## src/hdl/pt2d_pkg.sv

```systemverilog
package pt2d_pkg;

	// defaults for the top level parameters
	localparam int CORDIC_STEPS_DEF = 16;
	localparam int POS_WIDTH_DEF    = 32;

	localparam int FULL_DEG    = 360;
	localparam int QUARTER_DEG = 90;

	// heading in degrees, unsigned q9.8
	localparam int HEAD_W = 17;
	localparam int TURN_W = 18;
	localparam logic [HEAD_W-1:0] FULL_TURN = HEAD_W'(FULL_DEG * 256);

	// cordic angle in degrees * 65536, vectors in q4.30
	localparam int ANG_W = 26;
	localparam int VEC_W = 34;
	localparam int TRIG_W = 16;
	localparam logic signed [ANG_W-1:0] ANG_QUARTER = ANG_W'(QUARTER_DEG * 65536);
	localparam logic signed [ANG_W-1:0] ANG_HALF    = ANG_W'(2 * QUARTER_DEG * 65536);
	localparam logic signed [ANG_W-1:0] ANG_3QUART  = ANG_W'(3 * QUARTER_DEG * 65536);
	localparam logic signed [ANG_W-1:0] ANG_FULL    = ANG_W'(FULL_DEG * 65536);
	localparam logic signed [VEC_W-1:0] CORDIC_GAIN = VEC_W'(652032874);
	localparam logic signed [TRIG_W-1:0] TRIG_ONE   = TRIG_W'(16384);

	typedef enum logic [1:0] {
		ACT_TRANSLATE = 2'd0,
		ACT_FORWARD   = 2'd1,
		ACT_ROTATE    = 2'd2,
		ACT_NONE      = 2'd3
	} act_t;

	typedef enum logic [2:0] {
		POS_HOLD,
		POS_TRANS,
		POS_MUL_SIN,
		POS_X_MUL_COS,
		POS_ADD_Y
	} pos_op_t;

	typedef enum logic [3:0] {
		ST_IDLE,
		ST_TRANS,
		ST_MUL_SIN,
		ST_MUL_COS,
		ST_ADD_Y,
		ST_TURN,
		ST_SPIN,
		ST_CORDIC,
		ST_DONE
	} state_t;

	typedef struct packed {
		logic start;
		logic [HEAD_W-1:0] heading;
	} cordic_req_t;

	// atan(2^-i) in degrees * 65536
	function automatic logic signed [ANG_W-1:0] atan_deg16(input logic [4:0] idx);
		logic signed [ANG_W-1:0] v;
		unique case (idx)
			5'd0:  v = ANG_W'(2949120);
			5'd1:  v = ANG_W'(1740967);
			5'd2:  v = ANG_W'(919879);
			5'd3:  v = ANG_W'(466945);
			5'd4:  v = ANG_W'(234379);
			5'd5:  v = ANG_W'(117304);
			5'd6:  v = ANG_W'(58666);
			5'd7:  v = ANG_W'(29335);
			5'd8:  v = ANG_W'(14668);
			5'd9:  v = ANG_W'(7334);
			5'd10: v = ANG_W'(3667);
			5'd11: v = ANG_W'(1833);
			5'd12: v = ANG_W'(917);
			5'd13: v = ANG_W'(458);
			5'd14: v = ANG_W'(229);
			5'd15: v = ANG_W'(115);
			5'd16: v = ANG_W'(57);
			5'd17: v = ANG_W'(29);
			5'd18: v = ANG_W'(14);
			5'd19: v = ANG_W'(7);
			5'd20: v = ANG_W'(4);
			5'd21: v = ANG_W'(2);
			5'd22: v = ANG_W'(1);
			default: v = '0;
		endcase
		return v;
	endfunction

endpackage

```

## src/hdl/pt2d_cordic.sv

```systemverilog
module pt2d_cordic #(
	parameter int CORDIC_STEPS = pt2d_pkg::CORDIC_STEPS_DEF
) (
	input  logic clk,
	input  logic arst_n,
	input  pt2d_pkg::cordic_req_t req,
	output logic done,
	output logic signed [pt2d_pkg::TRIG_W-1:0] cos_val,
	output logic signed [pt2d_pkg::TRIG_W-1:0] sin_val
);

	localparam int STEP_W = (CORDIC_STEPS > 1) ? $clog2(CORDIC_STEPS) : 1;
	localparam logic [STEP_W-1:0] STEP_LAST = STEP_W'(CORDIC_STEPS - 1);
	localparam int VW = pt2d_pkg::VEC_W;
	localparam int AW = pt2d_pkg::ANG_W;
	localparam int TW = pt2d_pkg::TRIG_W;

	logic busy_q, fin_q, neg_q;
	logic [STEP_W-1:0] step_q;
	logic signed [VW-1:0] x_q, y_q;
	logic signed [AW-1:0] a_q;
	logic signed [TW-1:0] cos_q, sin_q;

	logic signed [AW-1:0] a_raw, a_red;
	logic neg_red;
	logic signed [VW-1:0] xs, ys, xf, yf;
	logic signed [VW:0] xr_sum, yr_sum;
	logic signed [18:0] xr, yr;
	logic signed [AW-1:0] atan_v;

	// fold the heading into -90..90 degrees
	always_comb begin
		a_raw   = AW'({req.heading, 8'h00});
		a_red   = a_raw;
		neg_red = 1'b0;
		if (a_raw > pt2d_pkg::ANG_3QUART) begin
			a_red = a_raw - pt2d_pkg::ANG_FULL;
		end else if (a_raw > pt2d_pkg::ANG_QUARTER) begin
			a_red   = a_raw - pt2d_pkg::ANG_HALF;
			neg_red = 1'b1;
		end
	end

	assign xs     = x_q >>> step_q;
	assign ys     = y_q >>> step_q;
	assign atan_v = pt2d_pkg::atan_deg16(5'(step_q));

	// round half up to q2.14
	assign xf     = neg_q ? -x_q : x_q;
	assign yf     = neg_q ? -y_q : y_q;
	assign xr_sum = (VW+1)'(xf) + (VW+1)'(32768);
	assign yr_sum = (VW+1)'(yf) + (VW+1)'(32768);
	assign xr     = xr_sum[VW:16];
	assign yr     = yr_sum[VW:16];

	function automatic logic signed [TW-1:0] clamp14(input logic signed [18:0] v);
		logic signed [TW-1:0] r;
		if (v > 19'sd16384) begin
			r = pt2d_pkg::TRIG_ONE;
		end else if (v < -19'sd16384) begin
			r = -pt2d_pkg::TRIG_ONE;
		end else begin
			r = v[TW-1:0];
		end
		return r;
	endfunction

	always_ff @(posedge clk or negedge arst_n) begin
		if (!arst_n) begin
			busy_q <= 1'b0;
			fin_q  <= 1'b0;
			step_q <= '0;
			cos_q  <= pt2d_pkg::TRIG_ONE;
			sin_q  <= '0;
		end else begin
			fin_q <= 1'b0;
			if (req.start) begin
				busy_q <= 1'b1;
				step_q <= '0;
			end else if (busy_q) begin
				if (step_q == STEP_LAST) begin
					busy_q <= 1'b0;
					fin_q  <= 1'b1;
				end else begin
					step_q <= step_q + 1'b1;
				end
			end
			if (fin_q) begin
				cos_q <= clamp14(xr);
				sin_q <= clamp14(yr);
			end
		end
	end

	// vector datapath, one micro-rotation per cycle
	always_ff @(posedge clk) begin
		if (req.start) begin
			x_q   <= pt2d_pkg::CORDIC_GAIN;
			y_q   <= '0;
			a_q   <= a_red;
			neg_q <= neg_red;
		end else if (busy_q) begin
			if (!a_q[AW-1]) begin
				x_q <= x_q - ys;
				y_q <= y_q + xs;
				a_q <= a_q - atan_v;
			end else begin
				x_q <= x_q + ys;
				y_q <= y_q - xs;
				a_q <= a_q + atan_v;
			end
		end
	end

	assign done    = fin_q;
	assign cos_val = cos_q;
	assign sin_val = sin_q;

endmodule

```

## src/hdl/pt2d_pos.sv

```systemverilog
module pt2d_pos #(
	parameter int POS_WIDTH = pt2d_pkg::POS_WIDTH_DEF
) (
	input  logic clk,
	input  logic arst_n,
	input  pt2d_pkg::pos_op_t op,
	input  logic signed [31:0] off_x,
	input  logic signed [31:0] off_y,
	input  logic signed [31:0] dist_val,
	input  logic signed [pt2d_pkg::TRIG_W-1:0] cos_val,
	input  logic signed [pt2d_pkg::TRIG_W-1:0] sin_val,
	output logic signed [POS_WIDTH-1:0] pos_x,
	output logic signed [POS_WIDTH-1:0] pos_y
);

	localparam int SW = ((POS_WIDTH > 33) ? POS_WIDTH : 33) + 1;
	localparam logic signed [SW-1:0] SAT_HI = {{(SW-POS_WIDTH+1){1'b0}}, {(POS_WIDTH-1){1'b1}}};
	localparam logic signed [SW-1:0] SAT_LO = {{(SW-POS_WIDTH+1){1'b1}}, {(POS_WIDTH-1){1'b0}}};
	localparam int PW = 32 + pt2d_pkg::TRIG_W;

	logic signed [POS_WIDTH-1:0] pos_x_q, pos_y_q;
	logic signed [PW-1:0] prod_q;
	logic signed [pt2d_pkg::TRIG_W-1:0] trig;
	logic signed [PW:0] prod_rnd;
	logic signed [32:0] delta;
	logic signed [SW-1:0] sum_tx, sum_ty, add_a, add_b, sum_f;

	function automatic logic signed [POS_WIDTH-1:0] sat(input logic signed [SW-1:0] v);
		logic signed [POS_WIDTH-1:0] r;
		if (v > SAT_HI) begin
			r = SAT_HI[POS_WIDTH-1:0];
		end else if (v < SAT_LO) begin
			r = SAT_LO[POS_WIDTH-1:0];
		end else begin
			r = v[POS_WIDTH-1:0];
		end
		return r;
	endfunction

	assign trig     = (op == pt2d_pkg::POS_MUL_SIN) ? sin_val : cos_val;
	// round half up back to q16.16
	assign prod_rnd = (PW+1)'(prod_q) + (PW+1)'(8192);
	assign delta    = prod_rnd[46:14];

	assign sum_tx = SW'(pos_x_q) + SW'(off_x);
	assign sum_ty = SW'(pos_y_q) + SW'(off_y);
	assign add_a  = (op == pt2d_pkg::POS_X_MUL_COS) ? SW'(pos_x_q) : SW'(pos_y_q);
	assign add_b  = (op == pt2d_pkg::POS_X_MUL_COS) ? -SW'(delta) : SW'(delta);
	assign sum_f  = add_a + add_b;

	always_ff @(posedge clk) begin
		if (op == pt2d_pkg::POS_MUL_SIN || op == pt2d_pkg::POS_X_MUL_COS) begin
			prod_q <= dist_val * trig;
		end
	end

	always_ff @(posedge clk or negedge arst_n) begin
		if (!arst_n) begin
			pos_x_q <= '0;
			pos_y_q <= '0;
		end else begin
			unique case (op)
				pt2d_pkg::POS_TRANS: begin
					pos_x_q <= sat(sum_tx);
					pos_y_q <= sat(sum_ty);
				end
				pt2d_pkg::POS_X_MUL_COS: pos_x_q <= sat(sum_f);
				pt2d_pkg::POS_ADD_Y:     pos_y_q <= sat(sum_f);
				default: ;
			endcase
		end
	end

	assign pos_x = pos_x_q;
	assign pos_y = pos_y_q;

endmodule

```

## src/hdl/pose_tracker_2d.sv

```systemverilog
// pose_tracker_2d keeps a 2d viewer pose (x, y in q16.16, heading in q9.8
// degrees) and reports, for every input word, the pose after it together with
// cos and sin of the heading in q2.14. action 0 translates by offset_x/offset_y,
// action 1 moves by distance along the heading (heading 0 faces north, so x
// drops by d*sin and y grows by d*cos), action 2 turns by turn_angle and wraps
// the heading once into 0..360, action 3 leaves the pose as it is. position
// saturates to POS_WIDTH signed bits; x_pos/y_pos show its low 32 bits. one
// word is worked on at a time and in_ready stays low meanwhile: a translate
// runs ST_TRANS, a forward move ST_MUL_SIN, ST_MUL_COS and ST_ADD_Y (one shared
// 32x16 multiplier used for sin then cos, one saturating adder), a turn ST_TURN,
// ST_SPIN and ST_CORDIC, the iterative cordic doing one micro-rotation per
// cycle, and all end in ST_DONE, which action 3 enters at once and which waits
// while an unread result fills the output register. in_ready comes back with
// out_valid. the result sits in an output register, so a new word is taken
// while the previous result still waits for out_ready.
module pose_tracker_2d #(
	parameter int CORDIC_STEPS = pt2d_pkg::CORDIC_STEPS_DEF,
	parameter int POS_WIDTH    = pt2d_pkg::POS_WIDTH_DEF
) (
	input  logic clk,
	input  logic arst_n,
	input  logic in_valid,
	output logic in_ready,
	input  logic [1:0] action,
	input  logic signed [31:0] offset_x,
	input  logic signed [31:0] offset_y,
	input  logic signed [31:0] distance,
	input  logic signed [pt2d_pkg::TURN_W-1:0] turn_angle,
	output logic out_valid,
	input  logic out_ready,
	output logic signed [31:0] x_pos,
	output logic signed [31:0] y_pos,
	output logic [pt2d_pkg::HEAD_W-1:0] heading_out,
	output logic signed [pt2d_pkg::TRIG_W-1:0] cos_out,
	output logic signed [pt2d_pkg::TRIG_W-1:0] sin_out
);

	localparam int EXT_W = (POS_WIDTH > 32) ? POS_WIDTH : 32;
	localparam int HW = pt2d_pkg::HEAD_W;
	localparam int TW = pt2d_pkg::TURN_W;

	pt2d_pkg::state_t state_q, state_nxt;
	pt2d_pkg::pos_op_t pos_op;
	pt2d_pkg::cordic_req_t cordic_req;

	logic accept, out_free, cordic_done;

	// captured input word
	logic signed [31:0] off_x_q, off_y_q, dist_q;
	logic signed [TW-1:0] turn_q;

	logic [HW-1:0] heading_q;
	logic signed [TW-1:0] turn_clamped;
	logic signed [TW:0] head_sum;
	logic [HW-1:0] head_new;

	logic signed [POS_WIDTH-1:0] pos_x, pos_y;
	logic signed [EXT_W-1:0] x_ext, y_ext;
	logic signed [pt2d_pkg::TRIG_W-1:0] cos_val, sin_val;

	logic out_valid_q;
	logic signed [31:0] x_pos_q, y_pos_q;
	logic [HW-1:0] heading_out_q;
	logic signed [pt2d_pkg::TRIG_W-1:0] cos_out_q, sin_out_q;

	assign accept   = in_valid && in_ready;
	assign out_free = !out_valid_q || out_ready;

	// sequencer
	always_comb begin
		state_nxt = state_q;
		unique case (state_q)
			pt2d_pkg::ST_IDLE: begin
				if (accept) begin
					unique case (pt2d_pkg::act_t'(action))
						pt2d_pkg::ACT_TRANSLATE: state_nxt = pt2d_pkg::ST_TRANS;
						pt2d_pkg::ACT_FORWARD:   state_nxt = pt2d_pkg::ST_MUL_SIN;
						pt2d_pkg::ACT_ROTATE:    state_nxt = pt2d_pkg::ST_TURN;
						pt2d_pkg::ACT_NONE:      state_nxt = pt2d_pkg::ST_DONE;
					endcase
				end
			end
			pt2d_pkg::ST_TRANS:   state_nxt = pt2d_pkg::ST_DONE;
			pt2d_pkg::ST_MUL_SIN: state_nxt = pt2d_pkg::ST_MUL_COS;
			pt2d_pkg::ST_MUL_COS: state_nxt = pt2d_pkg::ST_ADD_Y;
			pt2d_pkg::ST_ADD_Y:   state_nxt = pt2d_pkg::ST_DONE;
			pt2d_pkg::ST_TURN:    state_nxt = pt2d_pkg::ST_SPIN;
			pt2d_pkg::ST_SPIN:    state_nxt = pt2d_pkg::ST_CORDIC;
			pt2d_pkg::ST_CORDIC: begin
				if (cordic_done) begin
					state_nxt = pt2d_pkg::ST_DONE;
				end
			end
			pt2d_pkg::ST_DONE: begin
				if (out_free) begin
					state_nxt = pt2d_pkg::ST_IDLE;
				end
			end
			default: state_nxt = pt2d_pkg::ST_IDLE;
		endcase
	end

	// sequencer outputs
	always_comb begin
		pos_op             = pt2d_pkg::POS_HOLD;
		cordic_req.start   = 1'b0;
		cordic_req.heading = heading_q;
		in_ready           = 1'b0;
		unique case (state_q)
			pt2d_pkg::ST_IDLE:    in_ready = 1'b1;
			pt2d_pkg::ST_TRANS:   pos_op = pt2d_pkg::POS_TRANS;
			pt2d_pkg::ST_MUL_SIN: pos_op = pt2d_pkg::POS_MUL_SIN;
			pt2d_pkg::ST_MUL_COS: pos_op = pt2d_pkg::POS_X_MUL_COS;
			pt2d_pkg::ST_ADD_Y:   pos_op = pt2d_pkg::POS_ADD_Y;
			pt2d_pkg::ST_SPIN:    cordic_req.start = 1'b1;
			default: ;
		endcase
	end

	always_ff @(posedge clk or negedge arst_n) begin
		if (!arst_n) begin
			state_q <= pt2d_pkg::ST_IDLE;
		end else begin
			state_q <= state_nxt;
		end
	end

	always_ff @(posedge clk) begin
		if (accept) begin
			off_x_q <= offset_x;
			off_y_q <= offset_y;
			dist_q  <= distance;
			turn_q  <= turn_angle;
		end
	end

	// heading update: clamp the turn to one revolution, wrap once
	always_comb begin
		if (turn_q > TW'(signed'({1'b0, pt2d_pkg::FULL_TURN}))) begin
			turn_clamped = TW'(signed'({1'b0, pt2d_pkg::FULL_TURN}));
		end else if (turn_q < -TW'(signed'({1'b0, pt2d_pkg::FULL_TURN}))) begin
			turn_clamped = -TW'(signed'({1'b0, pt2d_pkg::FULL_TURN}));
		end else begin
			turn_clamped = turn_q;
		end
		head_sum = (TW+1)'(signed'({1'b0, heading_q})) + (TW+1)'(turn_clamped);
		if (head_sum > (TW+1)'(signed'({1'b0, pt2d_pkg::FULL_TURN}))) begin
			head_new = HW'(head_sum - (TW+1)'(signed'({1'b0, pt2d_pkg::FULL_TURN})));
		end else if (head_sum < 0) begin
			head_new = HW'(head_sum + (TW+1)'(signed'({1'b0, pt2d_pkg::FULL_TURN})));
		end else begin
			head_new = HW'(head_sum);
		end
	end

	always_ff @(posedge clk or negedge arst_n) begin
		if (!arst_n) begin
			heading_q <= '0;
		end else if (state_q == pt2d_pkg::ST_TURN) begin
			heading_q <= head_new;
		end
	end

	pt2d_pos #(
		.POS_WIDTH(POS_WIDTH)
	) u_pos (
		.clk     (clk),
		.arst_n  (arst_n),
		.op      (pos_op),
		.off_x   (off_x_q),
		.off_y   (off_y_q),
		.dist_val(dist_q),
		.cos_val (cos_val),
		.sin_val (sin_val),
		.pos_x   (pos_x),
		.pos_y   (pos_y)
	);

	pt2d_cordic #(
		.CORDIC_STEPS(CORDIC_STEPS)
	) u_cordic (
		.clk    (clk),
		.arst_n (arst_n),
		.req    (cordic_req),
		.done   (cordic_done),
		.cos_val(cos_val),
		.sin_val(sin_val)
	);

	// position shown as its low 32 bits, sign extended when narrower
	assign x_ext = EXT_W'(pos_x);
	assign y_ext = EXT_W'(pos_y);

	// output register holds the result word until it is taken
	always_ff @(posedge clk or negedge arst_n) begin
		if (!arst_n) begin
			out_valid_q <= 1'b0;
		end else if (state_q == pt2d_pkg::ST_DONE && out_free) begin
			out_valid_q <= 1'b1;
		end else if (out_ready) begin
			out_valid_q <= 1'b0;
		end
	end

	always_ff @(posedge clk) begin
		if (state_q == pt2d_pkg::ST_DONE && out_free) begin
			x_pos_q       <= x_ext[31:0];
			y_pos_q       <= y_ext[31:0];
			heading_out_q <= heading_q;
			cos_out_q     <= cos_val;
			sin_out_q     <= sin_val;
		end
	end

	assign out_valid   = out_valid_q;
	assign x_pos       = x_pos_q;
	assign y_pos       = y_pos_q;
	assign heading_out = heading_out_q;
	assign cos_out     = cos_out_q;
	assign sin_out     = sin_out_q;

endmodule
```

## config.mk

```make
export PLATFORM = sky130hd
export DESIGN_NAME = pose_tracker_2d
export DESIGN_NICKNAME = d
export VERILOG_FILES = /design/src/hdl/pt2d_pkg.sv /design/src/hdl/pt2d_cordic.sv /design/src/hdl/pt2d_pos.sv /design/src/hdl/pose_tracker_2d.sv
export SDC_FILE = /design/constraint.sdc
export NUM_CORES = 2
export LEC_CHECK = 0
export BUFFER_PORTS_ARGS = -buffer_cell sky130_fd_sc_hd__clkbuf_2
export CORE_MARGIN = 1
export CORE_UTILIZATION = 55
export DETAILED_ROUTE_END_ITERATION = 6
export PLACE_DENSITY = 0.72
export SLEW_MARGIN = 10
export SYNTH_ARGS = -nofsm -noshare
export SYNTH_HDL_FRONTEND = slang
export SYNTH_SLANG_ARGS = --single-unit
```

## constraint.sdc

```tcl
create_clock -name clk -period 9.6 [get_ports clk]
set_input_delay 1.92 -clock clk [delete_from_list [all_inputs] [get_ports clk]]
set_output_delay 1.92 -clock clk [all_outputs]
set_load 0.1 [all_outputs]
```

Yosys cells after proc, flatten, opt, wreduce, memory -nomap -nowiden
Memory sizes are Yosys's and may differ from the RTL's.
Index checks and enable logic that the tools add are counted.
{ "word_totals": {"latchBits": 0, "regBits": 493, "mem_bits_ro": 352, "ramBits": 0, "mem_count": 1, "output_inout_bits": 115, "in_bits": 120} }
{ "classes": {"n_eq_ne": 20, "n_mul": 1, "n_addsub": 21, "shifts": 2, "n_reduce_logical": 14, "div": 0, "bitwise": 0, "n_mux": 48, "magnitude_cmp": 16} }
{ "mem_list": {"columns": ["name", "depth", "width", "read_ports", "rd_ports_with_merged_regs", "wr", "line", "text"], "rows": [
  ["(no name shown)", 16, 22, 1, 0, 0, "pt2d_pkg.sv:61", "unique case (idx)"]
]} }
{ "op_table": {"columns": ["cell", "n"], "rows": [
  ["2-to-1 mux 34 bit", 6],
  ["2-to-1 mux 32 bit", 6],
  ["2-to-1 mux 26 bit", 5],
  ["one-hot mux 32 bit (2 select lines)", 2],
  ["adder 34 bit", 3],
  ["greater-than comparator 34 x 32 -> 1 bit, second input constant", 3],
  ["less-than comparator 34 x 32 -> 1 bit, second input constant", 3],
  ["2-to-1 mux 16 bit", 5],
  ["adder 34 x 17 -> 35 bit, second input constant", 2],
  ["negation 34 bit", 2],
  [">>> shifter 34 x 4 -> 34 bit", 2],
  ["subtractor 34 bit", 2],
  ["adder 32 x 32 -> 33 bit", 2],
  ["adder 47 x 15 -> 47 bit, second input constant", 1],
  ["multiplier 32 x 16 -> 47 bit", 1],
  ["greater-than comparator 19 x 16 -> 1 bit, second input constant", 2],
  ["less-than comparator 19 x 15 -> 1 bit, second input constant", 2],
  ["2-to-1 mux 18 bit", 2],
  ["2-to-1 mux 17 bit", 2],
  ["negation 33 -> 34 bit", 1],
  ["one-hot mux 4 bit (8 select lines)", 1],
  ["adder 26 bit", 1],
  ["subtractor 25 x 24 -> 26 bit, second input constant", 1],
  ["subtractor 25 x 25 -> 26 bit, second input constant", 1],
  ["35 further kinds", 64]
]} }

Logic depth before layout (Yosys ltp)
{ "logic_depth": {"depth_word": 9, "ltp_mapped": 31, "depth_no_buf": 28} }

Cells and area by module
A second synthesis with hierarchy kept.
{ "hier_totals": {"hier_cells": 6105, "area_unflattened_um2": 55781.0} }
{ "by_module_without_submodules": {"columns": ["module", "area_per_inst_um2", "instances", "seq_area_each_um2", "cells_per_inst"], "rows": [
  ["pt2d_pos", 28093.2, 1, 2622.5, 3306],
  ["pt2d_cordic", 18196.2, 1, 3124.2, 2249],
  ["pose_tracker_2d", 9491.6, 1, 7367.1, 550]
]} }

Worst setup path after synthesis
No wires, ideal clock.
{ "synth_timing": {"path_kind": "register -> register", "from": "register state_q[3]", "to": "register u_pos.prod_q[41], data pin", "t_arrival_ns": 7.785, "stages_incl_launch_ff": 30, "n_path_buf": 3, "required_ns": 9.342, "slack_ns": 1.557, "cell_sequence": "dfrtp_1 > clkbuf_1 > nor4b_2 > clkbuf_1 > mux2_2 > clkbuf_1 > and2_1 > fa_1 > inv_1 > fa_1 > fa_1 > fa_1 > inv_1 > fa_1 > inv_1 > fa_1 > inv_1 > ha_1 > o2111ai_1 > nor4_1 > nand4b_1 > a211oi_1 > o21ai_0 > a21boi_0 > o211ai_1 > a21o_1 > and2_1 > o21ai_0 > a21oi_1 > xnor2_1"} }
{ "synth_between": {"elab_chain_len": 5} }
{ "synth_lines": {"columns": ["item", "line", "text"], "rows": [
  ["start, declared", "pose_tracker_2d.sv:42", "pt2d_pkg::state_t state_q, state_nxt;"],
  ["start signal, assigned", "pose_tracker_2d.sv:122", "state_q <= pt2d_pkg::ST_IDLE;"],
  ["start signal, assigned", "pose_tracker_2d.sv:124", "state_q <= state_nxt;"],
  ["equality test 4 x 3 -> 1 bit, or another cell as far along", "pose_tracker_2d.sv:109", "unique case (state_q)"],
  ["one-hot mux 3 bit (4 select lines) *", "pose_tracker_2d.sv:109", null],
  ["equality test 3 x 2 -> 1 bit *", "pt2d_pos.sv:40", "assign trig = (op == pt2d_pkg::POS_MUL_SIN) ? sin_val : cos_val;"],
  ["2-to-1 mux 16 bit *", "pt2d_pos.sv:40", null],
  ["multiplier 32 x 16 -> 47 bit *", "pt2d_pos.sv:53", "prod_q <= dist_val * trig;"],
  ["end signal, assigned", "pt2d_pos.sv:53", null],
  ["end, declared", "pt2d_pos.sv:22", "logic signed [PW-1:0] prod_q;"]
]} }
Every way passes the cells marked *; elsewhere a longest branch is shown, timed or not.
A chain may end at the register's enable or synchronous reset.

Worst setup path in the final report
Ends and elaborated chain as after synthesis.

==> impl_results.md <==
- Largest net degree at the start of global routing: 76
- Initial Util: 55.91%
- Overall Global Routing Usage: 29.69%
- Most frequent cells in the layout: 717 x nand2_1, 668 x inv_1, 486 x fa_1, 338 x nor2_1
- Initial antenna violation count: 6
- Cell variety after synth: 98
- Hpwl dp: 112.8 mm
- Pre-Repair DR Iteration Count: 6
- Layout area overhead: 7.334%
- CTS Hold Bufs: 0
- Max Fanout on Critical Path: 32
- Post-CTS setup buffer count: 0
- Routability congestion estimate: 0.9650
- Crit-path leading delay family: adder cells
- Crit path largest cell delay: 0.61 ns
- # setup viols final: 0
- Synth Warn #: 0
- Syn avg cell area: 9.153 um^2
- Final clock skew: 0.05861 ns
- Status: completed
- Clock Sinks: 480
- Routed via count: 44130
- DIE AREA: 0.1001 mm^2
- Share of the clock period used by the worst path: 91.87%
- CTS buffer count: 58
- Max Root-Sink Buffers: 3
- Crit Path Class: register to register
- Critical Path AT: 9.27 ns
- Fmax: 113.4 MHz
- Slew headroom: 21.63%
- Slew Limit Fails: 0
- CTS Root Cell: clkbuf_16
- Worst setup path start: state_q[3]
- Final Hold Viols: 0
- Tmin final: 8.820 ns
- #FFs+latches synth: 480
- Vias in the first global route: 42640
- Max cap viols: 0
- Seq/Total Area, Yosys: 24.11%
- Detailed-route DRC error count: 0
- CP Data Required Time: 10.05 ns
- Reg clk slew, reported paths: 0.07 ns
- Syn_nets: 6884
- Fraction of layout cells with a size suffix above 1: 9.249%
- Die Ht: 316.5 um
- Total wire length: 148.8 mm
- CTS H-tree depth: 2
- Total grt overflow: 0
- Hold Path Class: register to register
- Pin slew with the least headroom to its limit: 1.176 ns
- Post-Syn Area: 0.05439 mm^2
- Total negative slack: 0 ns
- R2r setup slk: 0.78 ns
- Global-route wire length before repair: 235.2 mm
- Crit path buf inv count: 5
- Slowest CP cell: mux2_2
- Clk Latency, worst-skew pair: 0.70 ns
- PortBufs: 234
- Die Wd: 316.5 um
- Top_reg_cell synth: edfxtp_1
- Wirelength per Cell: 20.35 um
- Min-delay src: u_cordic.y_q[0]
- CP endpoint kind: register
- Fraction of registers with async set/reset: 25.83%
- Vias per cell: 6.037
- Number of I/O pins: 235
- NumNets Final: 6925
- CTS tree: done
- Commonest non-fill, non-tap cell in the layout: nand2_1
- RSZ-0062 raised after global routing: false
- Crit-path most repeated cell: fa_1
- Worst hold slack: 0.5130 ns
- CP startpoint kind: register
- CTS resizes: 0
- Core ar.: 0.09728 mm^2
- Post-synth EDFFs: 288
- ANT nets after route: 0
- DR iter-0 viols: 4190
- Row count: 114
- Post-Synthesis Cells: 5942
- FF-to-FF Start: state_q[3]
[cell usage after synthesis (all sizes together), types with 13 or more instances]
library cell    n  share of area (%)
a211o          14               0.23
a211oi         82                1.1
a21boi         16               0.22
a21o          110                1.5
a21oi         337                3.1
a22o           18               0.29
a22oi          15               0.21
a31oi          50               0.58
and2          213                2.5
and3           52               0.60
and4           13               0.21
buf            61               0.57
clkbuf        233                1.6
dfrtp         123                5.7
dfxtp          68                2.5
edfxtp        288                 16
fa            486                 18
ha            336                7.7
inv           669                4.6
mux2           43               0.89
mux2i          79                1.5
mux4           81                3.5
nand2         718                5.0
nand2b         55               0.63
nand3          93               0.86
nand4          33               0.38
nor2          338                2.3
nor2b          75               0.86
nor3           98               0.90
nor4           36               0.47
o211ai         40               0.55
o21a           50               0.69
o21ai         218                2.0
o21bai         33               0.46
o22ai          17               0.20
o2bb2ai        15               0.24
o31ai          50               0.69
o41ai          14               0.23
or2            26               0.30
or3            33               0.38
xnor2         274                4.4
xor2          137                2.2
[metal layers]
layer / vias up / global-route usage, % / wire [um]
li1: 20520 / - / -
met4: 12 / 8.610 / 4300
met2: 1795 / 45.62 / 65800
met3: 266 / 6.481 / 13210
met1: 21540 / 42.11 / 65320
met5: - / 0.3788 / 130
[path summary, 6_finish.rpt]
path                                         end  cells past startpoint
worst max-delay path            u_pos.prod_q[41]                     27
worst min-delay path             u_cordic.y_q[0]                      2
worst max register to register  u_pos.prod_q[41]                     27
worst min register to register   u_cordic.y_q[0]                      2
max in group asynchronous         u_pos.pos_y[1]                      2
min in group asynchronous           heading_q[3]                      1
[cell families after synthesis]
kind of cell | count (synthesis) | share of synthesized area [%]
AO/OA/AOI/OAI | 1219 | 14.75
flip-flops | 480 | 24.11
XOR/XNOR | 411 | 6.632
buffers and inverters | 967 | 6.819
multiplexers | 203 | 5.809
adder cells (fa/ha/maj) | 827 | 25.71
AND/OR/NAND/NOR | 1835 | 16.16
[sequential cells by signal, summed over array words and instances (netlist names), 17 cells and up]
name and flops:
u_cordic.x_q 34, u_cordic.y_q 34, u_pos.prod_q 34, dist_q 32, off_x_q 32, off_y_q 32, u_pos.pos_x 32, u_pos.pos_y 32
x_pos 32, y_pos 32, u_cordic.a_q 26, turn_q 18, heading_out 17, heading_q 17
[final cells by class]
type                    instances  area (um^2)
diodes                          2        5.005
clock buffers                  69         1543
clock inverters                41        479.2
fillers                      8368        38900
inverters                     673         2526
multi-input cells            4495        37620
flip-flops and latches        480        13130
well taps                    1276         1597
repair buffers                275         1485
[metrics by stage]
| stage | utilization (%) | instance area, um^2 | setup slack (ns) | cells |
|---|---|---|---|---|
| finish | 60.01 | 58380 | 0.7805 | 7311 |
| CTS | 60.00 | 58370 | 0.8559 | 7309 |
| floorplan | - | 54390 | 1.557 | 5942 |
| global route | 60.01 | 58370 | 0.3414 | 7310 |
| detailed placement | 57.93 | 56350 | 0.8369 | 7199 |
| global placement | 57.93 | 56350 | 1.048 | 7199 |
[worst min-delay path: stages, from the launching register on]
cell	delay [ns]
dfxtp_1	0.33
nor2_1	0.09
a211oi_1	0.04
Power is not shown: default switching activity piles up to over one toggle a cycle in this logic, so the estimate is an artifact.
